--- src/design/vsb_pkg.sv ---
// Shared types, codes and helpers of the vertex skin blend unit.
package vsb_pkg;

  // Item function codes
  localparam logic [1:0] FUNC_WORLD = 2'd0;
  localparam logic [1:0] FUNC_INV   = 2'd1;
  localparam logic [1:0] FUNC_SKIN  = 2'd2;

  // Weights are unsigned Q1.15
  localparam int WEIGHT_FRAC = 15;

  // Kind of product handled by the multiply-accumulate unit
  typedef enum logic [1:0] {
    OP_MAT,
    OP_VEC,
    OP_WGT
  } op_kind_t;

  // One multiply-accumulate operation issued by the sequencer
  typedef struct packed {
    logic               valid;
    logic               clear;
    op_kind_t           kind;
    logic               first;
    logic               last;
    logic [1:0]         col;
    logic [1:0]         row;
    logic signed [31:0] operand;
  } vsb_op_t;

  // Clamp a wide signed value to signed 32 bits
  function automatic logic signed [31:0] sat32(input logic signed [63:0] v);
    if (v > 64'sd2147483647) begin
      return 32'sh7fffffff;
    end else if (v < -64'sd2147483648) begin
      return 32'sh80000000;
    end else begin
      return v[31:0];
    end
  endfunction

endpackage

--- src/design/vsb_mac.sv ---
// Shared multiply, floor-shift and saturating accumulate unit.
module vsb_mac #(
  parameter int FRAC_BITS = 16
) (
  input  logic                  clk,
  input  logic                  rst,
  input  vsb_pkg::vsb_op_t      op,
  input  logic signed [31:0]    w_data,
  input  logic signed [31:0]    b_data,
  output logic signed [31:0]    acc_x,
  output logic signed [31:0]    acc_y,
  output logic signed [31:0]    acc_z,
  output logic                  busy
);

  vsb_pkg::vsb_op_t   s1;
  vsb_pkg::vsb_op_t   s2;
  logic signed [63:0] prod;
  logic signed [63:0] sum;
  logic signed [31:0] m_row [4];
  logic signed [31:0] p;
  logic signed [31:0] acc [3];

  logic signed [31:0] a_sel;
  logic signed [31:0] b_sel;
  logic signed [63:0] shifted;
  logic signed [63:0] sum_tot;
  logic signed [31:0] acc_cur;
  logic signed [63:0] acc_tot;

  // Select multiplier operands for the operation in stage one
  always_comb begin
    unique case (s1.kind)
      vsb_pkg::OP_MAT: begin
        a_sel = w_data;
        b_sel = b_data;
      end
      vsb_pkg::OP_VEC: begin
        a_sel = m_row[s1.col];
        b_sel = s1.operand;
      end
      vsb_pkg::OP_WGT: begin
        a_sel = p;
        b_sel = s1.operand;
      end
      default: begin
        a_sel = '0;
        b_sel = '0;
      end
    endcase
  end

  // Floor-shift the product and form running sums
  always_comb begin
    shifted = (s2.kind == vsb_pkg::OP_WGT) ? (prod >>> vsb_pkg::WEIGHT_FRAC)
                                           : (prod >>> FRAC_BITS);
    sum_tot = s2.first ? shifted : (sum + shifted);
    acc_cur = acc[s2.row];
    acc_tot = {{32{acc_cur[31]}}, acc_cur} + shifted;
  end

  // Advance the two stages and write back finished sums
  always_ff @(posedge clk) begin
    if (rst) begin
      s1 <= '0;
      s2 <= '0;
    end else begin
      s1 <= op;
      s2 <= s1;
    end
    prod <= a_sel * b_sel;
    if (op.clear) begin
      acc[0] <= '0;
      acc[1] <= '0;
      acc[2] <= '0;
    end
    if (s2.valid) begin
      sum <= sum_tot;
      if (s2.last) begin
        unique case (s2.kind)
          vsb_pkg::OP_MAT: m_row[s2.col] <= vsb_pkg::sat32(sum_tot);
          vsb_pkg::OP_VEC: p <= vsb_pkg::sat32(sum_tot);
          vsb_pkg::OP_WGT: acc[s2.row] <= vsb_pkg::sat32(acc_tot);
          default: ;
        endcase
      end
    end
  end

  assign acc_x = acc[0];
  assign acc_y = acc[1];
  assign acc_z = acc[2];
  assign busy  = s1.valid || s2.valid;

endmodule

--- config.mk ---
export PLATFORM = sky130hd
export DESIGN_NAME = vsb_mac
export DESIGN_NICKNAME = d
export VERILOG_FILES = /design/src/design/vsb_pkg.sv /design/src/design/vsb_mac.sv
export SDC_FILE = /design/constraint.sdc
export NUM_CORES = 2
export LEC_CHECK = 0
export ABC_CLOCK_PERIOD_IN_PS = 13920
export BUFFER_PORTS_ARGS = -buffer_cell sky130_fd_sc_hd__clkbuf_2
export CAP_MARGIN = 20
export CORE_MARGIN = 4
export CORE_UTILIZATION = 45
export CTS_CLUSTER_DIAMETER = 100
export DETAILED_ROUTE_END_ITERATION = 8
export GPL_TIMING_DRIVEN = 0
export PLACE_DENSITY_LB_ADDON = 0.05
export SYNTH_ARGS = -nofsm -noshare
export SYNTH_HDL_FRONTEND = slang
export SYNTH_SLANG_ARGS = --single-unit
--- constraint.sdc ---
create_clock -name clk -period 13.92 [get_ports clk]
set_input_delay 3.48 -clock clk [delete_from_list [all_inputs] [get_ports clk]]
set_output_delay 3.48 -clock clk [all_outputs]
set_load 0.02 [all_outputs]
# Yosys cells after proc, flatten, opt, wreduce, memory -nomap -nowiden
# Memories as Yosys holds them, arrays and structs flattened. A register that Yosys moved wholly into a read port is not among the register bits.
# Index checks and enable logic that the tools add are counted.
[word_totals]
wordCells = 60
inputBits = 108
ff_bits = 210
out_inout_bits = 97
memories = 2
mem_bits_rw = 224
[classes]
n_addsub = 2
eq_ne = 4
reduce_logical = 5
n_mux = 26
n_mul = 1
magnitude_cmp = 4
[mem_list]
columns = ["name", "words", "width", "read_ports", "rd_ports_with_merged_regs", "write_ports", "line_no", "text"]
rows = [
  ["m_row", 4, 32, 1, 1, 1, "vsb_mac.sv:20", "logic signed [31:0] m_row [4];"],
  ["acc", 3, 32, 4, 1, 4, "vsb_mac.sv:22", "logic signed [31:0] acc [3];"],
]
[op_table]
columns = ["cell", "n"]
rows = [
  ["two-way mux 32 bit", 10],
  ["one-hot mux 32 bit (3 select lines)", 1],
  ["adder 64 x 49 -> 64 bit", 1],
  ["greater-than comparator 64 x 32 -> 1 bit, second input constant", 1],
  ["< comparator 64 x 32 -> 1 bit, second input constant", 1],
  ["multiplier 32 x 32 -> 64 bit", 1],
  ["two-way mux 64 bit", 1],
  ["one-hot mux 32 bit (2 select lines)", 1],
  ["adder 32 x 49 -> 50 bit", 1],
  ["greater-than comparator 50 x 32 -> 1 bit, second input constant", 1],
  ["< comparator 50 x 32 -> 1 bit, second input constant", 1],
  ["two-way mux 48 bit", 1],
  ["two-way mux 1 bit", 10],
  ["== test 2 x 1 -> 1 bit, second input constant", 2],
  ["== test 2 bit, second input constant", 2],
  ["logical NOT 2 bit", 2],
  ["two-way mux 2 bit", 2],
  ["AND reduction 3 bit", 1],
  ["OR reduction 2 bit", 1],
  ["logical OR 1 bit", 1],
]

# Logic depth before layout (Yosys ltp)
[logic_depth]
depth_word = 10
depth_mapped = 38
depth_no_buf = 33

# Worst setup path before layout
# Ideal clock, no wire load.
[synth_path]
kind = "input port to flip-flop"
from = "input port b_data[2]"
to = "register prod[63]"
required_ns = 13.799
arrival_ns = 11.029
setup_time_ns = 0.121
path_slack_ns = 2.771
stages = 30
n_path_buf = 2
cell_sequence = "a22oi_1 > nor2_1 > clkbuf_1 > nand2_1 > inv_1 > fa_1 > fa_1 > fa_1 > fa_1 > inv_1 > fa_1 > inv_1 > fa_1 > inv_1 > fa_1 > fa_1 > inv_1 > ha_1 > clkbuf_1 > a21o_1 > a21o_1 > a21oi_1 > nor2b_1 > o21a_1 > o21a_1 > o21ai_0 > nand2_1 > a31oi_1 > o21bai_1 > xnor2_1"
[synth_via]
elab_chain_len = 2
[synth_rtl]
columns = ["item", "line_no", "text"]
rows = [
  ["start: declaration", "vsb_mac.sv:9", "input logic signed [31:0] b_data,"],
  ["one-hot mux 32 bit (2 select lines)", "vsb_mac.sv:33", "unique case (s1.kind)"],
  ["multiplier 32 x 32 -> 64 bit", "vsb_mac.sv:71", "prod <= a_sel * b_sel;"],
  ["end signal: assignment", "vsb_mac.sv:71", ""],
  ["end: declaration", "vsb_mac.sv:18", "logic signed [63:0] prod;"],
]
# No other way between the ends.
# A chain may end at the register's enable or synchronous reset.

# Worst setup path after layout
[layout_path]
from = "input port b_data[0]"
to = "register prod[61]"
# Same word-level chain as after synthesis.

==> results.cfg <==
[floorplanning]
floorplan.die_area_mm2 = 0.139
design.portCount = 205
initial_core_util_pct = 45.5
core-area_mm2 = 0.132
fp.dieH_um = 373
die-width_um = 373
core.rowCount = 133

[route]
routed-wl-met2_mm = 107
avgViaCountPerCell = 5.69
sum_of_routed_wire_segments_on_met1_mm = 95.2
remaining_drc_errors = 0
met3RoutedLength_mm = 23.0
drt-initial-drc-count = 4172
drt_pass1_iterations = 5
post_drt_wl_per_cell_um = 28.3
vias = 47400
routed_wirelength_mm = 236
topRoutingLayerUsed = met4
postRouteAntennaNets = 0

[placement]
gp_congestion = 1.03
dpl.hpwl_mm = 200
io_buffer_count = 203

[critical_path]
most_used_cell_cp = sky130_fd_sc_hd__fa_1
reg2reg_setup_slack_ps = 1600
crit_start = b_data[0]
critical_path.reg2reg.startpoint = s1[39]
reg2reg_capture_point = prod[61]
crit_required_ps = 14440
start_kind = primary input
type_of_the_worst_setup_path = primary input to register
cp.arrival_ps = 13410
worstPathMaxFanout = 11
worstSetupEndpoint = prod[61]
length_in_cells_of_the_worst_reg_to_reg_path = 33
worst_path_max_delay_cell = sky130_fd_sc_hd__fa_1
crit_path_max_incr_delay_ps = 1080
endpoint_kind = register

[grt]
global_route.usage.total_pct = 33.9
globalRoute.totalOverflow = 0
wire_length_of_the_first_global_routing_pass_mm = 344
antenna_found_initial = 11
grt_start_max_net_pins = 61
via_count_of_the_first_global_routing_pass = 49100

[clock_tree]
clkTransAtPathRegs_ps = 60
cts_tree = done
cell_chosen_for_the_clock_root = sky130_fd_sc_hd__clkbuf_16
cts.hold.buffers_added = 0
clk-insertion-delay-late_ps = 680
postCtsSetupRepairBufs = 0
cts_num_sinks = 451
numCtsBuffers = 53
ctsHtreeMaxLevel = 2
cts_max_path_buffers = 3
cts_resized = 0

[synthesis]
yosys-top-cells-area = sky130_fd_sc_hd__fa_1 (36%), sky130_fd_sc_hd__edfxtp_1 (18%), sky130_fd_sc_hd__inv_1 (6.7%), sky130_fd_sc_hd__ha_1 (6.2%), sky130_fd_sc_hd__nand2_1 (5.0%)
yosys-top-cells-count = sky130_fd_sc_hd__fa_1 (1083), sky130_fd_sc_hd__inv_1 (1070), sky130_fd_sc_hd__nand2_1 (808)
postSynthNetCount = 7727
synth-async-reset-ratio_pct = 0
dominantRegCellSynth = sky130_fd_sc_hd__edfxtp_1
synth_top_area_share_pct = 36.1
seq_area_frac_synth_pct = 20.9
netlist_area_mm2 = 0.0601
synth.largest_area_cell = sky130_fd_sc_hd__fa_1
postSynthRegisterBits = 451
yosys.cell_types.count = 97
yosys_warnings = 0
number_of_synthesized_flops_with_an_enable_pin = 352
post-synth-top-count-cell = sky130_fd_sc_hd__fa_1
syn-instance-count = 6240
synthesized_area_per_cell_um2 = 9.63

[cells_and_area]
final_layout_size_suffix_gt1_share_pct = 7.66
final_core_util_pct = 49.8
num-fill-cells = 12700
area_growth_syn_to_layout_pct = 9.36
finalNetCount = 8010

[sta]
setup_viol = 0
slew_viol_final = 11
maxClockFrequency_ghz = 0.0776
clock_skew_ps = 56.5
finalSetupTns_ps = 0
timing_hold_violations_final = 0
post-route-min-period_ps = 12890
grt_setup_unrepaired = false
worst_slew_pin_tran_ps = 1590
slew-limit-headroom_pct = -6.28
min_period_over_period_pct = 92.6

[worst_hold_path]
path_category_of_the_worst_min_delay_check = register to register

[job]
drv.max_cap_violation_count = 0

[status]
run_status = finished, violations left
failed_checks = slew limit
-- routing by layer --
layer  vias up  GRT usage, %
li1      20500             -
met2      2260          53.2
met4         0          13.4
met3       448          8.17
met1     24200          45.6
met5         -             0
-- through the flow --
| stage | setup WS [ps] | area, um^2 | std cells | hold WS (ps) |
|---|---|---|---|---|
| floorplan | 2770 | 60100 | 6240 | 414 |
| global placement | 193 | 63300 | 8198 | 421 |
| detailed placement | 510 | 63700 | 8223 | 422 |
| CTS | 1180 | 65700 | 8323 | 444 |
| global route | 712 | 65700 | 8323 | 461 |
| finish | 1030 | 65700 | 8328 | 444 |
-- logic make-up (layout without fill, tap and decap cells) --
family	count (synthesis)	after routing	synth area share, %
simple gates	1886	1886	13.6
buf+inv	1413	1741	8.91
fa+ha+maj	1379	1379	42.2
compound gates	869	869	9.40
flops	451	451	20.9
xor+xnor	147	147	2.14
mux	95	95	2.87
other cells	0	5	0
-- area by class of cell --
class                           instances  area [um^2]  area share, %
Multi-Input combinational cell       4376        42200           64.3
Sequential cell                       451        12600           19.1
Inverter                             1071         4020           6.12
Tap cell                             1755         2200           3.34
Clock buffer                           68         1530           2.32
Timing Repair Buffer                  228         1370           2.08
Buffer                                342         1340           2.04
Clock inverter                         32          487          0.740
Antenna cell                            5         12.5         0.0190
-- worst max-delay path, delay by kind of cell --
family | cells | cell delay [ps]
buffers and inverters | 6 | 1440
xor gates and xnor gates | 1 | 150
and+or+nand+nor | 6 | 780
adders and majority gates | 9 | 5460
AOI/OAI and AO/OA | 8 | 2040
-- state kept, by name, summed over array words and instances (netlist names) --
name / flops
acc: 128
m_row: 128
sum: 64
prod: 49
s1: 41
p: 32
s2: 9
-- worst min-delay path by stage --
stage / startpoint / end / slack [ps] / cells after the start
floorplan: s1[32] / s2[32] / 410 / 1
global route: s1[37] / s2[37] / 460 / 1
finish: s1[36] / s2[36] / 440 / 1
detailed placement: s1[36] / s2[36] / 420 / 1
global placement: s1[36] / s2[36] / 420 / 1
CTS: s1[37] / s2[37] / 440 / 1
-- layout by cell type (no fill, tap or decap), types with 98 or more instances in the layout --
cell / count
sky130_fd_sc_hd__dfxtp_1: 98
sky130_fd_sc_hd__nor2_1: 649
sky130_fd_sc_hd__inv_1: 1070
sky130_fd_sc_hd__xnor2_1: 98
sky130_fd_sc_hd__edfxtp_1: 352
sky130_fd_sc_hd__o21ai_0: 118
sky130_fd_sc_hd__fa_1: 1083
sky130_fd_sc_hd__nand2_1: 808
sky130_fd_sc_hd__clkbuf_1: 297
sky130_fd_sc_hd__ha_1: 296
sky130_fd_sc_hd__clkbuf_2: 204
sky130_fd_sc_hd__a21oi_1: 304
Power is not shown: default switching activity piles up to over one toggle a cycle in this logic, so the estimate is an artifact.
