--- src/design/vsb_pkg.sv ---
// Shared types, codes and helpers of the vertex skin blend unit.
package vsb_pkg;

  // Item function codes
  localparam logic [1:0] FUNC_WORLD = 2'd0;
  localparam logic [1:0] FUNC_INV   = 2'd1;
  localparam logic [1:0] FUNC_SKIN  = 2'd2;

  // Weights are unsigned Q1.15
  localparam int WEIGHT_FRAC = 15;

  // Kind of product handled by the multiply-accumulate unit
  typedef enum logic [1:0] {
    OP_MAT,
    OP_VEC,
    OP_WGT
  } op_kind_t;

  // One multiply-accumulate operation issued by the sequencer
  typedef struct packed {
    logic               valid;
    logic               clear;
    op_kind_t           kind;
    logic               first;
    logic               last;
    logic [1:0]         col;
    logic [1:0]         row;
    logic signed [31:0] operand;
  } vsb_op_t;

  // Clamp a wide signed value to signed 32 bits
  function automatic logic signed [31:0] sat32(input logic signed [63:0] v);
    if (v > 64'sd2147483647) begin
      return 32'sh7fffffff;
    end else if (v < -64'sd2147483648) begin
      return 32'sh80000000;
    end else begin
      return v[31:0];
    end
  endfunction

endpackage

--- src/design/vsb_in_if.sv ---
// Input item channel of the vertex skin blend unit.
interface vsb_in_if;
  logic               valid;
  logic               ready;
  logic [1:0]         func;
  logic [9:0]         matrix_addr;
  logic signed [31:0] elem_value;
  logic signed [31:0] vx;
  logic signed [31:0] vy;
  logic signed [31:0] vz;
  logic [23:0]        bone_ids;
  logic [63:0]        weights;
  logic [2:0]         bone_count;

  modport source (
    output valid, func, matrix_addr, elem_value, vx, vy, vz, bone_ids, weights, bone_count,
    input  ready
  );
  modport sink (
    input  valid, func, matrix_addr, elem_value, vx, vy, vz, bone_ids, weights, bone_count,
    output ready
  );
endinterface

--- src/design/vsb_out_if.sv ---
// Result channel of the vertex skin blend unit.
interface vsb_out_if;
  logic               valid;
  logic               ready;
  logic signed [31:0] out_x;
  logic signed [31:0] out_y;
  logic signed [31:0] out_z;
  logic               bad_bone;

  modport source (
    output valid, out_x, out_y, out_z, bad_bone,
    input  ready
  );
  modport sink (
    input  valid, out_x, out_y, out_z, bad_bone,
    output ready
  );
endinterface

--- src/design/vsb_seq.sv ---
// Sequencer: walks influences, rows and products and holds the result register.
module vsb_seq #(
  parameter int MAX_BONES      = 64,
  parameter int MAX_INFLUENCES = 4,
  parameter int FRAC_BITS      = 16,
  localparam int STORE_AW      = $clog2(MAX_BONES * 16)
) (
  input  logic                 clk,
  input  logic                 rst,
  vsb_in_if.sink               item,
  vsb_out_if.source            result,
  input  logic [6:0]           num_bones,
  output vsb_pkg::vsb_op_t     op,
  output logic [STORE_AW-1:0]  w_addr,
  output logic [STORE_AW-1:0]  b_addr,
  input  logic                 busy,
  input  logic signed [31:0]   acc_x,
  input  logic signed [31:0]   acc_y,
  input  logic signed [31:0]   acc_z
);

  // Operation index within one row: 16 matrix products, 4 vector products,
  // one gap for the vector sum to settle, one weight product
  localparam logic [4:0] OPI_VEC = 5'd16;
  localparam logic [4:0] OPI_GAP = 5'd20;
  localparam logic [4:0] OPI_WGT = 5'd21;
  localparam logic signed [31:0] ONE = 32'sd1 <<< FRAC_BITS;

  typedef enum logic [2:0] {
    S_IDLE,
    S_SLOT,
    S_RUN,
    S_DRAIN,
    S_DONE
  } state_t;

  state_t             state;
  logic signed [31:0] vx;
  logic signed [31:0] vy;
  logic signed [31:0] vz;
  logic [23:0]        ids;
  logic [63:0]        wts;
  logic [2:0]         cnt;
  logic [2:0]         slot;
  logic [1:0]         row;
  logic [4:0]         opi;
  logic [5:0]         bone;
  logic               bad;
  logic               res_valid;
  logic signed [31:0] res_x;
  logic signed [31:0] res_y;
  logic signed [31:0] res_z;
  logic               res_bad;

  logic [5:0]         id_sel;
  logic [15:0]        w_sel;
  logic               bone_ok;
  logic signed [31:0] v_sel;

  assign id_sel  = ids[slot[1:0] * 6 +: 6];
  assign w_sel   = wts[slot[1:0] * 16 +: 16];
  assign bone_ok = ({3'b0, id_sel} < {2'b0, num_bones}) &&
                   ({3'b0, id_sel} < 9'(MAX_BONES));

  // Pick the vertex component, with w fixed at 1.0
  always_comb begin
    case (opi[1:0])
      2'd0:    v_sel = vx;
      2'd1:    v_sel = vy;
      2'd2:    v_sel = vz;
      default: v_sel = ONE;
    endcase
  end

  // Issue one operation per cycle while running, except in the gap before the weight product
  always_comb begin
    op       = '0;
    op.clear = (state == S_IDLE) && item.valid && (item.func == vsb_pkg::FUNC_SKIN);
    op.row   = row;
    w_addr   = STORE_AW'({bone, opi[1:0], row});
    b_addr   = STORE_AW'({bone, opi[3:2], opi[1:0]});
    if (state == S_RUN) begin
      if (opi < OPI_VEC) begin
        op.valid = 1'b1;
        op.kind  = vsb_pkg::OP_MAT;
        op.col   = opi[3:2];
        op.first = (opi[1:0] == 2'd0);
        op.last  = (opi[1:0] == 2'd3);
      end else if (opi < OPI_GAP) begin
        op.valid   = 1'b1;
        op.kind    = vsb_pkg::OP_VEC;
        op.col     = opi[1:0];
        op.first   = (opi[1:0] == 2'd0);
        op.last    = (opi[1:0] == 2'd3);
        op.operand = v_sel;
      end else if (opi == OPI_WGT) begin
        op.valid   = 1'b1;
        op.kind    = vsb_pkg::OP_WGT;
        op.first   = 1'b1;
        op.last    = 1'b1;
        op.operand = {16'b0, w_sel};
      end
    end
  end

  assign item.ready      = (state == S_IDLE);
  assign result.valid    = res_valid;
  assign result.out_x    = res_x;
  assign result.out_y    = res_y;
  assign result.out_z    = res_z;
  assign result.bad_bone = res_bad;

  // Hold state, counters and the result register
  always_ff @(posedge clk) begin
    if (rst) begin
      state     <= S_IDLE;
      res_valid <= 1'b0;
    end else begin
      if (res_valid && result.ready && (state != S_DONE)) begin
        res_valid <= 1'b0;
      end
      unique case (state)
        S_IDLE: begin
          if (item.valid && (item.func == vsb_pkg::FUNC_SKIN)) begin
            vx    <= item.vx;
            vy    <= item.vy;
            vz    <= item.vz;
            ids   <= item.bone_ids;
            wts   <= item.weights;
            cnt   <= (item.bone_count > 3'(MAX_INFLUENCES)) ? 3'(MAX_INFLUENCES)
                                                            : item.bone_count;
            slot  <= '0;
            bad   <= 1'b0;
            state <= S_SLOT;
          end
        end
        S_SLOT: begin
          if (slot >= cnt) begin
            state <= S_DRAIN;
          end else if (!bone_ok) begin
            bad  <= 1'b1;
            slot <= slot + 3'd1;
          end else begin
            bone  <= id_sel;
            row   <= '0;
            opi   <= '0;
            state <= S_RUN;
          end
        end
        S_RUN: begin
          if (opi == OPI_WGT) begin
            opi <= '0;
            if (row == 2'd2) begin
              slot  <= slot + 3'd1;
              state <= S_SLOT;
            end else begin
              row <= row + 2'd1;
            end
          end else begin
            opi <= opi + 5'd1;
          end
        end
        S_DRAIN: begin
          if (!busy) begin
            state <= S_DONE;
          end
        end
        S_DONE: begin
          if (!res_valid || result.ready) begin
            res_x     <= acc_x;
            res_y     <= acc_y;
            res_z     <= acc_z;
            res_bad   <= bad;
            res_valid <= 1'b1;
            state     <= S_IDLE;
          end
        end
        default: state <= S_IDLE;
      endcase
    end
  end

`ifndef SYNTH
  // The pipeline is empty before a result is taken from the accumulators
  a_drained: assert property (@(posedge clk) disable iff (rst)
    (state == S_DONE) |-> !busy)
    else $error("result captured with operations in flight");

  // A skin transaction closes the input until its result is queued
  a_skin_busy: assert property (@(posedge clk) disable iff (rst)
    (item.valid && item.ready && (item.func == vsb_pkg::FUNC_SKIN)) |=>
    ((state == S_SLOT) && !item.ready))
    else $error("skin transaction did not start the sequence");

  // Running only on a used influence and one of three rows
  a_run_range: assert property (@(posedge clk) disable iff (rst)
    (state == S_RUN) |-> ((row != 2'd3) && (slot < cnt)))
    else $error("sequencer ran outside its influence or row range");
`endif

endmodule

--- src/flat_wrapper.sv ---
// flat-port wrapper written by rule: the top's interface ports become plain ports
module vsb_seq_flat 
#(
  parameter int MAX_BONES      = 64,
  parameter int MAX_INFLUENCES = 4,
  parameter int FRAC_BITS      = 16,
  localparam int STORE_AW      = $clog2(MAX_BONES * 16)
)
  (clk, rst, num_bones, op, w_addr, b_addr, busy, acc_x, acc_y, acc_z, item_valid, item_func, item_matrix_addr, item_elem_value, item_vx, item_vy, item_vz, item_bone_ids, item_weights, item_bone_count, item_ready, result_valid, result_out_x, result_out_y, result_out_z, result_bad_bone, result_ready);
  vsb_in_if item_i ();
  vsb_out_if result_i ();
  input  logic clk;
  input  logic rst;
  input  logic [6:0] num_bones;
  output vsb_pkg::vsb_op_t op;
  output logic [STORE_AW-1:0] w_addr;
  output logic [STORE_AW-1:0] b_addr;
  input  logic busy;
  input  logic signed [31:0] acc_x;
  input  logic signed [31:0] acc_y;
  input  logic signed [31:0] acc_z;
  input wire logic [$bits(item_i.valid)-1:0] item_valid;
  input wire logic [$bits(item_i.func)-1:0] item_func;
  input wire logic [$bits(item_i.matrix_addr)-1:0] item_matrix_addr;
  input wire logic [$bits(item_i.elem_value)-1:0] item_elem_value;
  input wire logic [$bits(item_i.vx)-1:0] item_vx;
  input wire logic [$bits(item_i.vy)-1:0] item_vy;
  input wire logic [$bits(item_i.vz)-1:0] item_vz;
  input wire logic [$bits(item_i.bone_ids)-1:0] item_bone_ids;
  input wire logic [$bits(item_i.weights)-1:0] item_weights;
  input wire logic [$bits(item_i.bone_count)-1:0] item_bone_count;
  output wire logic [$bits(item_i.ready)-1:0] item_ready;
  output wire logic [$bits(result_i.valid)-1:0] result_valid;
  output wire logic [$bits(result_i.out_x)-1:0] result_out_x;
  output wire logic [$bits(result_i.out_y)-1:0] result_out_y;
  output wire logic [$bits(result_i.out_z)-1:0] result_out_z;
  output wire logic [$bits(result_i.bad_bone)-1:0] result_bad_bone;
  input wire logic [$bits(result_i.ready)-1:0] result_ready;
  assign item_i.valid = item_valid;
  assign item_i.func = item_func;
  assign item_i.matrix_addr = item_matrix_addr;
  assign item_i.elem_value = item_elem_value;
  assign item_i.vx = item_vx;
  assign item_i.vy = item_vy;
  assign item_i.vz = item_vz;
  assign item_i.bone_ids = item_bone_ids;
  assign item_i.weights = item_weights;
  assign item_i.bone_count = item_bone_count;
  assign item_ready = item_i.ready;
  assign result_valid = result_i.valid;
  assign result_out_x = result_i.out_x;
  assign result_out_y = result_i.out_y;
  assign result_out_z = result_i.out_z;
  assign result_bad_bone = result_i.bad_bone;
  assign result_i.ready = result_ready;
  vsb_seq #(.MAX_BONES(MAX_BONES), .MAX_INFLUENCES(MAX_INFLUENCES), .FRAC_BITS(FRAC_BITS)) u_core (.clk(clk), .rst(rst), .item(item_i), .result(result_i), .num_bones(num_bones), .op(op), .w_addr(w_addr), .b_addr(b_addr), .busy(busy), .acc_x(acc_x), .acc_y(acc_y), .acc_z(acc_z));
endmodule
--- config.mk ---
export PLATFORM = sky130hd
export DESIGN_NAME = vsb_seq_flat
export DESIGN_NICKNAME = d
export VERILOG_FILES = /design/src/design/vsb_pkg.sv /design/src/design/vsb_in_if.sv /design/src/design/vsb_out_if.sv /design/src/design/vsb_seq.sv /design/src/flat_wrapper.sv
export SDC_FILE = /design/constraint.sdc
export NUM_CORES = 1
export LEC_CHECK = 0
export ABC_AREA = 1
export BUFFER_PORTS_ARGS = -buffer_cell sky130_fd_sc_hd__buf_4
export CORE_AREA = 2 2 193 195
export DETAILED_ROUTE_END_ITERATION = 10
export DIE_AREA = 0 0 195 197
export PLACE_DENSITY = 0.55
export SETUP_SLACK_MARGIN = 0.1
export SLEW_MARGIN = 20
export SYNTH_ARGS = -nofsm -noshare
export SYNTH_HDL_FRONTEND = slang
export SYNTH_SLANG_ARGS = --single-unit
--- constraint.sdc ---
create_clock -name clk -period 17.9 [get_ports clk]
set_clock_uncertainty 0.15 [all_clocks]
set_input_delay 2.685 -clock clk [delete_from_list [all_inputs] [get_ports clk]]
set_output_delay 2.685 -clock clk [all_outputs]
set_load 0.05 [all_outputs]
# --- After elaboration in Yosys (flattened, before gate mapping) ---
# Index checks and enable logic that the tools add are counted.
totals:
  output_inout_bits: 161
  register_bits: 305
  elab_cells: 115
  inputBits: 339
classes:
  bitwise: 2
  muxes: 44
  addsub: 3
  n_reduce_logical: 20
  order_cmp: 5
  mul: 1
  eq_ne: 21
  n_shift: 2
op_table:
  columns: ["operator", "n"]
  rows:
  - ["$mux W32", 3]
  - ["$pmux W32 S3", 1]
  - ["$shiftx A64 B7 Y16", 1]
  - ["$mux W3", 12]
  - ["$shiftx A24 B6 Y6", 1]
  - ["$mux W16", 1]
  - ["$mux W5", 3]
  - ["$pmux W3 S5", 1]
  - ["$mux W6", 2]
  - ["$ne A2 B2 Y1 const B", 6]
  - ["$reduce_and A6 Y1", 2]
  - ["$lt A5 B5 Y1 const B", 2]
  - ["$mux W1", 10]
  - ["$mux W2", 5]
  - ["$pmux W5 S2", 1]
  - ["$pmux W3 S3", 1]
  - ["$eq A2 B2 Y1 const B", 4]
  - ["$mux W4", 2]
  - ["$reduce_and A4 Y1", 2]
  - ["$lt A6 B7 Y1", 1]
  - ["$reduce_and A7 Y1", 1]
  - ["$eq A3 B2 Y1 const B", 2]
  - ["$ne A2 B1 Y1 const B", 3]
  - ["$reduce_and A3 Y1", 2]
  - ["other kinds (23)", 29]

# --- Logic depth before layout (Yosys ltp) ---
# Gate-level depths: netlist (run 1).
depth:
  word_depth: 6
  ltp_mapped: 18
  ltp_nobuf: 15

# --- Worst setup path before layout (run 1) ---
# OpenSTA, ideal clock, no wires.
synth_timing:
  path_kind: "input-to-reg"
  start: "in item_func[0]"
  end: "reg u_core.cnt[0] (enable)"
  path_buffers: 0
  stages: 2
  setup_slack_ps: 1126
  t_required_ps: 16784
  setup_time_ps: 966
  t_arrival_ps: 15658
  cell_sequence: "nand3b_1 -> nor3_1"
synth_between:
  elab_chain_len: 3
synth_rtl:
  columns: ["item", "line_no", "rtl"]
  rows:
  - ["from (decl)", "flat_wrapper.sv:23", "input wire logic [$bits(item_i.func)-1:0] item_func;"]
  - ["$eq A2 B2 Y1", "vsb_seq.sv:124", "if (item.valid && (item.func == vsb_pkg::FUNC_SKIN)) begin"]
  - ["$logic_and A1 B1 Y1", "vsb_seq.sv:124", null]
  - ["$reduce_and A3 Y1 (no line)", null, null]
  - ["to (signal assigned)", "vsb_seq.sv:130", "cnt <= (item.bone_count > 3'(MAX_INFLUENCES)) ? 3'(MAX_INFLUENCES)"]
  - ["to (decl)", "vsb_seq.sv:43", "logic [2:0] cnt;"]
# Every way passes these cells.
# A chain may end at the register's enable or synchronous reset.

==> results of run 1 <==
cell families after synthesis:
kind of cell / after synthesis / synth area share, %
flip-flops: 305 / 79.19
buffers and inverters: 85 / 3.369
AO/OA/AOI/OAI: 114 / 5.433
XOR/XNOR: 3 / 0.2282
adder cells (fa/ha/maj): 14 / 1.521
AND/OR/NAND/NOR: 286 / 10.26
metrics by stage:
step | util, % | worst slack [ps] | cell area, um^2 | total power, mW
after floorplan | - | 1126 | 11510 | 1.186
after global placement | 42.41 | 11650 | 15380 | 1.339
after detailed placement | 42.41 | 11650 | 15380 | 1.345
after CTS | 45.42 | 11560 | 16470 | 2.039
after global routing | 45.42 | 11390 | 16470 | 2.100
final | 45.42 | 11640 | 16470 | 2.008
worst paths after layout:
kind,from,endpoint,cells past startpoint
worst max-delay path,item_func[0],op[40],4
worst min-delay path,u_core.bad$_DFFE_PP_,u_core.result.bad_bone$_DFFE_PP_,0
worst max register to register,u_core.slot[1]$_SDFFCE_PN0P_,u_core.bone[0]$_DFFE_PP_,11
worst min register to register,u_core.bad$_DFFE_PP_,u_core.result.bad_bone$_DFFE_PP_,0
routing by layer:
| layer | global-route usage, % | wire length (um) | up-vias |
|---|---|---|---|
| met5 | 0 | 28 | - |
| met2 | 30.17 | 17320 | 319 |
| li1 | - | - | 3786 |
| met3 | 6.982 | 3356 | 64 |
| met4 | 7.436 | 1084 | 4 |
| met1 | 19.50 | 12490 | 3670 |
cell type report:
class,count,share of cell area (%)
clock buffers,39,5.667
clock inverters,21,0.9724
inverters,42,0.9724
multi-input cells,417,12.28
flip-flops and latches,305,55.37
well taps,468,3.555
repair buffers,463,21.18
registers in the layout (all words and copies together), names as in the netlist, 3 cells and up:
name / count
u_core.result.out_x: 32
u_core.cnt: 3
u_core.vz: 32
u_core.result.out_z: 32
u_core.state: 3
u_core.bone: 6
u_core.vy: 32
u_core.wts: 64
u_core.ids: 24
u_core.slot: 3
u_core.result.out_y: 32
u_core.vx: 32
u_core.opi: 5
worst register-to-register path, cell delays in order (launching register included):
cell      delay, ps
edfxtp_1        380
inv_1           690
o21ai_0         210
o22ai_1         360
ha_1            320
a21oi_1         160
nand2_1          90
nand2_1          60
nand2_1          80
inv_1            80
nand2_1         110
nor3_1          740
report_power, final:
group | internal [mW] | switching, mW | total [mW]
Combinational | 0.143 | 0.312 | 0.455
Sequential | 0.847 | 0.0187 | 0.866
Clock | 0.404 | 0.283 | 0.687
cell usage in the layout (no fill, tap or decap), drive strengths merged:
cell      Yosys  layout
o22a          1       1
nand3        27      27
a22oi         1       1
or2           1       1
clkinv        0      15
nor2        113     113
nor3          7       7
o21a          2       2
o211ai        1       1
buf          22     463
a21oi        38      38
o21ai        46      46
nand3b        1       1
clkinvlp      0       2
ha           14      14
edfxtp      301     301
dfxtp         4       4
inv          42      44
a21o          1       1
clkbuf       21      39
bufinv        0       2
xnor2         1       1
nand2       134     134
xor2          2       2
a31oi        16      16
and3          1       1
a21boi        1       1
o22ai         7       7
nand4         2       2
==> summary.txt, run 1 <==
Critical path
  – CP top delay family: simple AND/OR/NAND/NOR gates
  – Crit path top cell by count: buf_4
  – CP max stage cell: nand3b_1
  – R2r setup slk: between 10000 and 15000 ps
  – CP Launch Type: primary input
  – CP Data Arrival Time: between 3000 and 4000 ps
  – Crit-path max cell delay: roughly 260 ps
  – CP max FO: 4
  – Critical path type: primary input to output pin
  – WP buf/inv: 2
  – Crit path cell chain: buf_4, nand3b_1, nor2_1, buf_4
  – Worst Path Required: between 15000 and 20000 ps
  – CP Capture Type: output pin

Clock network
  – TritonCTS Buffers: 36
  – CTS Sinks: around 310
  – CTS Hold Buffers Added: 0
  – Post-cts resize count: 0
  – Worst skew pair latency: 530 ps
  – Root Driver: clkbuf_16
  – Setup Buffers After CTS: 0
  – CTS clk-pin slew, worst paths: 60 ps
  – CTS max path bufs: 3
  – CTS tree: done
  – H-tree depth: 2

Layout
  – # diodes: 0
  – P&R area growth vs syn: 43.03%
  – Finished Layout Cells: 1755
  – Final #Nets: 1618
  – FILL cells: 3355
  – Share of cells above drive strength 1: between 40% and 50%
  – Reg area: a little over 9000 um^2
  – Multi-input gate area: between 2000 and 2500 um^2

Synthesis
  – Yosys reg bits: roughly 300
  – Dominant synthesized flop cell: edfxtp_1
  – Synth Instances: roughly 800
  – Cell taking the most area after synthesis: edfxtp_1
  – Synth area leaders: edfxtp_1, nand2_1, nor2_1, o21ai_0, a21oi_1
  – EDFF count, synth: approximately 300
  – Syn Nets: about 1200
  – Post-synthesis sequential area ratio: about four fifths
  – Most common cell in the synthesized netlist: edfxtp_1
  – Top cell type's share of synthesized area: a little under 80%
  – Post-synth ARST share: 0%
  – Synth Cell Area: 11510 um^2
  – Mapped Avg Cell Area: ~14 um^2
  – Synth warn: 0
  – Top post-synthesis cells by count: edfxtp_1, nand2_1, nor2_1
  – Synth cell types: 40

Floorplan
  – Die W: ~200 um
  – Die Y: ~200 um
  – Die area: about 38000 um^2
  – CORE AREA: 36260 um^2
  – Initial Utilization: between 30% and 40%
  – Std-Cell Rows: 70
  – I/O pin total: 500

Routing
  – Drt wl/cell: about 20 um
  – Antenna violation net count after detailed routing: 0
  – Drt total wl: roughly 34 mm
  – Vias/cell: ~4.5
  – DRC violations left: 0
  – Drt first pass iters: 5
  – Iter 0 DRT Violations: 351
  – Via Count: between 7000 and 8000

Placement
  – Port Buf Inserts: between 400 and 500
  – Dpl hpwl: ~25 mm
  – Placed insts: about 1700
  – RD Place Congestion: around 0.8

Timing
  – Final Slew Violations: 0
  – Final setup violation count: 0
  – Final Critical Period: around 6300 ps
  – Tightest hold margin: ~280 ps
  – FMAX: 0.1598 GHz
  – Slew @ Worst Pin: approximately 1300 ps
  – RSZ-0062 raised after global routing: false
  – Final hold vios: 0
  – Period utilization: 34.96%
  – Setup_tns: 0 ps
  – Max transition margin: about 16%

Global route
  – Antenna violations before repair: 2
  – Largest net degree at the start of global routing: ~190
  – Vias in the first global route: 8082
  – Total GRT Usage: between 15 and 20%
  – Aggregate global routing overflow: 0
  – First-pass GRT wire length: between 40 and 50 mm

Outcome
  – Status: completed

Power and ir drop
  – Power Density: 121.9 nW/um^2
  – Leakage power: about 6.5 nW
  – Peak supply drop: approximately 94 uV

Min path
  – Min-delay worst type: register to register

Job
  – Max cap viols: 0
(Power assumes the default switching activity.)
==> inputs of run 2 (changes only) <==
- CORE_AREA: 2 2 193 195 -> 2 2 196 198
- DIE_AREA: 0 0 195 197 -> 0 0 198 200
- PLACE_DENSITY: 0.55 -> 0.52
- clock period: 17.9 -> 6.2 ns (I/O delays scaled with it)
==> run 2 against run 1 <==
Net effect: non-clock buffer count is 4 higher; clock power grew to 3.0 times the previous value; power grew to 2.9 times the previous value; via count hardly changed; sequential power grew to 2.9 times the previous value; critical path depth is 6 higher; critical endpoint is now op[10]; highest routed layer is now met4.
==> summary.txt, run 2 (synthesis gave the netlist of run 1 again) <==
Routing
  – Drt first pass iters: 4 (was 5)
  – DRC violations left: 0 (unchanged)
  – Drt total wl: 34.61 mm (was 34.29 mm)
  – Drt wl/cell: 19.19 um (was 19.54 um)
  – Iter 0 DRT Violations: 363 (was 351)
  – Vias/cell: 4.347 (was 4.469)
  – Via Count: 7837 (was 7843)
  – Antenna violation net count after detailed routing: 0 (unchanged)

Power and ir drop
  – Cell Int Power: 4.085 mW (was 1.394 mW)
  – Total design power: 5.881 mW (was 2.008 mW)
  – Psw: 1.796 mW (was 614.5 uW)
  – Leakage power: 6.582 nW (was 6.543 nW)
  – Switching Fraction: 30.54% (was 30.60%)
  – Combinational power share: 22.4% (was 22.7%)
  – Clock network power share: 35.0% (was 34.2%)
  – Power Density: 354.1 nW/um^2 (was 121.9 nW/um^2)
  – Peak supply drop: 238.0 uV (was 94.17 uV)
  – Sequential share of power: 42.6% (was 43.1%)

Global route
  – Total GRT Usage: 17.18% (was 17.61%)
  – First-pass GRT wire length: 49.43 mm (was 49.34 mm)
  – Aggregate global routing overflow: 0 (unchanged)
  – Largest net degree at the start of global routing: 119 (was 188)
  – Antenna violations before repair: 1 (was 2)
  – Vias in the first global route: 8300 (was 8082)

Layout
  – FILL cells: 3443 (was 3355)
  – Commonest non-fill, non-tap cell in the layout: buf_4 (unchanged)
  – Finished Layout Cells: 1803 (was 1755)
  – P&R area growth vs syn: 44.21% (was 43.03%)
  – Final #Nets: 1622 (was 1618)
  – Reg area: 9119 um^2 (unchanged)
  – Most frequent cells in the layout: buf_4, edfxtp_1, nand2_1, nor2_1, o21ai_0 (unchanged)
  – Multi-input gate area: 2038 um^2 (was 2023 um^2)
  – Share of cells above drive strength 1: 41.66% (was 41.72%)
  – Top reg by flops: u_core.wts (unchanged)
  – Max reg flops: 64 (unchanged)

Critical path
  – Crit-path max cell delay: 470 ps (was 260 ps)
  – CP Data Arrival Time: 3180 ps (was 3420 ps)
  – Setup crit end: op[10] (was op[40])
  – Reg2Reg Depth: 10 (was 11)
  – FF-to-FF Start: u_core.slot[0]$_SDFFCE_PN0P_ (was u_core.slot[1]$_SDFFCE_PN0P_)
  – CP max stage cell: edfxtp_1 (was nand3b_1)
  – CP Launch Type: register (was primary input)
  – Worst Path Required: 5120 ps (was 15070 ps)
  – R2R Path End: u_core.bone[3]$_DFFE_PP_ (was u_core.bone[0]$_DFFE_PP_)
  – R2r setup slk: 2550 ps (was 14100 ps)
  – Critical path type: register to output pin (was primary input to output pin)
  – CP max FO: 33 (was 4)
  – Crit path cell chain: inv_1, ha_1, buf_4, nand2_1, nor2_2, nand2_2, a21oi_1, a21oi_1, nor2_1, buf_4 (was buf_4, nand3b_1, nor2_1, buf_4)
  – CP Capture Type: output pin (unchanged)
  – Crit path from: u_core.opi[1]$_SDFFCE_PN0P_ (was item_func[0])

Floorplan
  – Die Y: 200 um (was 197 um)
  – Die area: 39600 um^2 (was 38420 um^2)
  – Die W: 198 um (was 195 um)
  – I/O pin total: 500 (unchanged)
  – Std-Cell Rows: 71 (was 70)
  – CORE AREA: 37400 um^2 (was 36260 um^2)
  – Initial Utilization: 30.79% (was 31.76%)

Clock network
  – TritonCTS Buffers: 36 (unchanged)
  – Root Driver: clkbuf_16 (unchanged)
  – CTS Hold Buffers Added: 0 (unchanged)
  – CTS Sinks: 305 (unchanged)
  – CTS tree: done (unchanged)
  – Setup Buffers After CTS: 0 (unchanged)
  – CTS max path bufs: 3 (unchanged)
  – H-tree depth: 2 (unchanged)
  – CTS clk-pin slew, worst paths: 60 ps (about the same)
  – Worst skew pair latency: 550 ps (was 530 ps)
  – Post-cts resize count: 0 (unchanged)

Timing
  – RSZ-0062 raised after global routing: false (unchanged)
  – Final Slew Violations: 0 (unchanged)
  – Tightest hold margin: 285.9 ps (was 277.4 ps)
  – Final hold vios: 0 (unchanged)
  – Slew @ Worst Pin: 979.0 ps (was 1263 ps)
  – Final Critical Period: roughly 4300 ps
  – Max transition margin: 34.23% (was 15.80%)
  – Final setup violation count: 0 (unchanged)
  – FMAX: about 0.23 GHz
  – Period utilization: approximately 69%

Placement
  – Dpl hpwl: 25.12 mm (was 24.99 mm)
  – Port Buf Inserts: 457 (unchanged)
  – Placed insts: 1742 (was 1695)
  – RD Place Congestion: 0.7527 (was 0.8060)

Min path
  – Hold wc startpoint: u_core.bad$_DFFE_PP_ (unchanged)
  – Min-delay worst type: register to register (unchanged)

Job
  – Max cap viols: 0 (unchanged)

Outcome
  – Status: completed (unchanged)
## run 2: worst min path at each step
stage | end | slack (ps) | depth (start not counted)
6_report | u_core.result.bad_bone$_DFFE_PP_ | 290 | 0
5_1_grt | u_core.result.bad_bone$_DFFE_PP_ | 280 | 0
4_1_cts | u_core.result.bad_bone$_DFFE_PP_ | 280 | 0
3_5_place_dp | u_core.result.bad_bone$_DFFE_PP_ | 270 | 0
3_3_place_gp | u_core.result.bad_bone$_DFFE_PP_ | 250 | 0
2_1_floorplan | u_core.result.bad_bone$_DFFE_PP_ | 250 | 0
## run 2: per-layer routing
layer  GRT usage [%]  vias up  share of wire, %
met5               0        -                 0
met4           6.850        0               2.8
met3           6.065       55               8.6
met2           31.36      286                52
met1           18.10     3705                36
li1                -     3791                 -
## run 2: critical path, delay by kind of cell (launching register included)
family,cells,cell delay (ps)
buffers and inverters,3,770
DFF,1,470
AOI/OAI and AO/OA,2,450
and+or+nand+nor,4,760
adders and majority gates,1,160
## run 2: metrics by stage
| step | TNS [ps] | setup slack, ps | util [%] | instance area, um^2 |
|---|---|---|---|---|
| global route | 0 | 1684 | 44.39 | 16600 |
| detailed placement | 0 | 2448 | 41.38 | 15470 |
| finish | 0 | 1941 | 44.40 | 16610 |
| floorplan | -15900 | -85.03 | - | 11540 |
| CTS | 0 | 1827 | 44.38 | 16600 |
| global placement | 0 | 2432 | 41.38 | 15470 |
## run 2: final cells by class
type,count,area share [%]
antenna,3,0.04521
clock buffer,45,5.756
clock inverter,13,1.010
inverter,42,0.9644
multi-input combinational,417,12.27
sequential,305,54.91
tap,511,3.850
timing repair buffer,467,21.19
## run 2: power groups by stage
stage	clock (mW)	combinational, mW	sequential, mW
2_1_floorplan	0	0.659	2.75
3_3_place_gp	0	1.33	2.54
3_5_place_dp	0	1.34	2.55
4_1_cts	2.11	1.35	2.51
5_1_grt	2.18	1.45	2.52
6_report	2.06	1.32	2.50
==> inputs of run 3 (changes only) <==
- clock period: 6.2 -> 4 ns (I/O delays scaled with it)
==> run 3 against run 2 <==
Net effect: critical path depth down 1; non-clock buffer count up 15; die area unchanged; clock-buffer cell count unchanged; wire length up 3.7%; first-iteration DRC count down 19%; sequential share of layout area down 0.65 points; setup slack worse by 1500 ps; sequential power up 55%; register-to-register slack worse by 1700 ps; clock power up 55%; critical path type unchanged; critical endpoint is now op[1]; largest cell class unchanged.
==> summary.txt, run 3 (synthesis gave the netlist of run 1 again) <==
Global route
  – Vias in the first global route: 8140 (was 8300)
  – Antenna violations before repair: 2 (was 1)
  – First-pass GRT wire length: 50.54 mm (was 49.43 mm)
  – Total GRT Usage: 17.75% (was 17.18%)
  – Aggregate global routing overflow: 0 (unchanged)
  – Largest net degree at the start of global routing: 47 (was 119)

Job
  – Max cap viols: 0 (unchanged)

Timing
  – RSZ-0062 raised after global routing: false (unchanged)
  – FMAX: about 0.28 GHz
  – Final setup violation count: 0 (unchanged)
  – Max transition margin: 37.12% (was 34.23%)
  – Slew @ Worst Pin: 940.1 ps (was 979.0 ps)
  – Tightest hold margin: 81.00 ps (was 285.9 ps)
  – Final hold vios: 0 (unchanged)
  – Final Slew Violations: 0 (unchanged)
  – Period utilization: about 88%
  – Final Critical Period: roughly 3500 ps

Layout
  – Commonest non-fill, non-tap cell in the layout: buf_4 (unchanged)
  – Finished Layout Cells: 1820 (was 1803)
  – Max reg flops: 64 (unchanged)
  – Most frequent cells in the layout: buf_4, edfxtp_1, nand2_1, nor2_1, o21ai_0 (unchanged)
  – Final #Nets: 1636 (was 1622)
  – Share of cells above drive strength 1: 42.76% (was 41.66%)
  – Top reg by flops: u_core.wts (unchanged)
  – P&R area growth vs syn: 45.97% (was 44.21%)

Clock network
  – Root Driver: clkbuf_16 (unchanged)
  – CTS Sinks: 305 (unchanged)
  – Setup Buffers After CTS: 0 (unchanged)
  – Worst skew pair latency: 530 ps (was 550 ps)
  – H-tree depth: 2 (unchanged)
  – CTS clk-pin slew, worst paths: 60 ps (about the same)
  – CTS tree: done (unchanged)
  – TritonCTS Buffers: 35 (was 36)
  – Post-cts resize count: 0 (unchanged)
  – CTS Hold Buffers Added: 0 (unchanged)
  – CTS max path bufs: 3 (unchanged)

Routing
  – Antenna violation net count after detailed routing: 0 (unchanged)
  – Drt total wl: 35.89 mm (was 34.61 mm)
  – Drt first pass iters: 5 (was 4)
  – DRC violations left: 0 (unchanged)
  – Drt wl/cell: 19.72 um (was 19.19 um)
  – Vias/cell: 4.368 (was 4.347)
  – Iter 0 DRT Violations: 293 (was 363)
  – Via Count: 7950 (was 7837)

Floorplan
  – CORE AREA: 37400 um^2 (unchanged)
  – Initial Utilization: 30.79% (unchanged)
  – Std-Cell Rows: 71 (unchanged)
  – I/O pin total: 500 (unchanged)
  – Die W: 198 um (unchanged)
  – Die area: 39600 um^2 (unchanged)
  – Die Y: 200 um (unchanged)

Power and ir drop
  – Peak supply drop: 383.2 uV (was 238.0 uV)
  – Psw: 2.779 mW (was 1.796 mW)
  – Combinational power share: 22.9% (was 22.4%)
  – Sequential share of power: 42.3% (was 42.6%)
  – Power Density: 545.5 nW/um^2 (was 354.1 nW/um^2)
  – Switching Fraction: 30.32% (was 30.54%)
  – Leakage power: 6.679 nW (was 6.582 nW)
  – Cell Int Power: 6.389 mW (was 4.085 mW)
  – Clock network power share: 34.8% (was 35.0%)
  – Total design power: 9.168 mW (was 5.881 mW)

Critical path
  – Worst Path Required: 3250 ps (was 5120 ps)
  – CP Data Arrival Time: 2760 ps (was 3180 ps)
  – CP Launch Type: register (unchanged)
  – CP Capture Type: output pin (unchanged)
  – Critical path type: register to output pin (unchanged)
  – CP max FO: 16 (was 33)

Placement
  – Port Buf Inserts: 457 (unchanged)
  – Placed insts: 1757 (was 1742)
  – RD Place Congestion: 0.7825 (was 0.7527)
  – Dpl hpwl: 26.66 mm (was 25.12 mm)

Min path
  – Min-delay worst type: primary input to register (was register to register)

Outcome
  – Status: completed (unchanged)
-- run 3: changes by cell type in the layout (fill, tap and decap cells not counted), moves of 2 or more --
cell,previous run,this run
inv_16,2,0
buf_12,1,7
buf_4,466,474
clkinv_1,4,2
dfxtp_2,0,2
dfxtp_1,4,2
-- run 3: final cells by class --
| cell class | instances | area [um^2] |
|---|---|---|
| fill | 3451 | 20590 |
| multi-input combinational | 417 | 2041 |
| tap | 511 | 639.4 |
| timing repair buffer | 482 | 3714 |
| clock buffer | 45 | 934.6 |
| sequential | 305 | 9121 |
| clock inverter | 14 | 188.9 |
| antenna | 4 | 10.01 |
| inverter | 42 | 160.2 |
-- run 3: routing by layer --
metal | vias to the layer above | share of wire [%] | track usage, %
met2 | 300 | 52 | 31.55
met5 | - | 0 | 0
met1 | 3761 | 36 | 18.74
met4 | 0 | 3.7 | 9.078
li1 | 3829 | - | -
met3 | 60 | 8.2 | 6.116
-- run 3: worst max-delay path, stage by stage (launching register included) --
cell,delay (ps)
edfxtp_1,490
inv_1,150
ha_1,180
nand2_1,70
nor2_2,120
nand2_2,310
a21oi_1,480
a21oi_1,80
nor2_1,110
buf_4,220
-- run 3: power groups by stage --
stage	logic, mW	registers (mW)	clock network, mW
floorplan	1.03	4.25	0
global placement	2.10	3.94	0
detailed placement	2.13	3.95	0
CTS	2.13	3.88	3.28
global route	2.28	3.90	3.40
finish	2.10	3.88	3.19
-- run 3: worst paths after layout --
check / startpoint / slack (ps) / end / cells after the start
setup / recovery: u_core.opi[1]$_SDFFCE_PN0P_ / 490 / op[1] / 9
hold reg to reg: u_core.bad$_DFFE_PP_ / 270 / u_core.result.bad_bone$_DFFE_PP_ / 0
setup reg to reg: u_core.slot[0]$_SDFFCE_PN0P_ / 810 / u_core.opi[0]$_SDFFCE_PN0P_ / 10
hold / removal: item_weights[37] / 80 / u_core.wts[37]$_DFFE_PP_ / 1
-- run 3: metrics by stage --
step / setup TNS [ps] / util (%) / worst slack, ps / cell area (um^2)
after floorplan: -375490 / - / -2008 / 11550
after global placement: 0 / 41.87 / 811.1 / 15660
after detailed placement: 0 / 41.91 / 787.4 / 15680
after CTS: 0 / 44.92 / 397.0 / 16800
after global routing: 0 / 44.93 / 269.8 / 16800
final: 0 / 44.94 / 489.8 / 16810
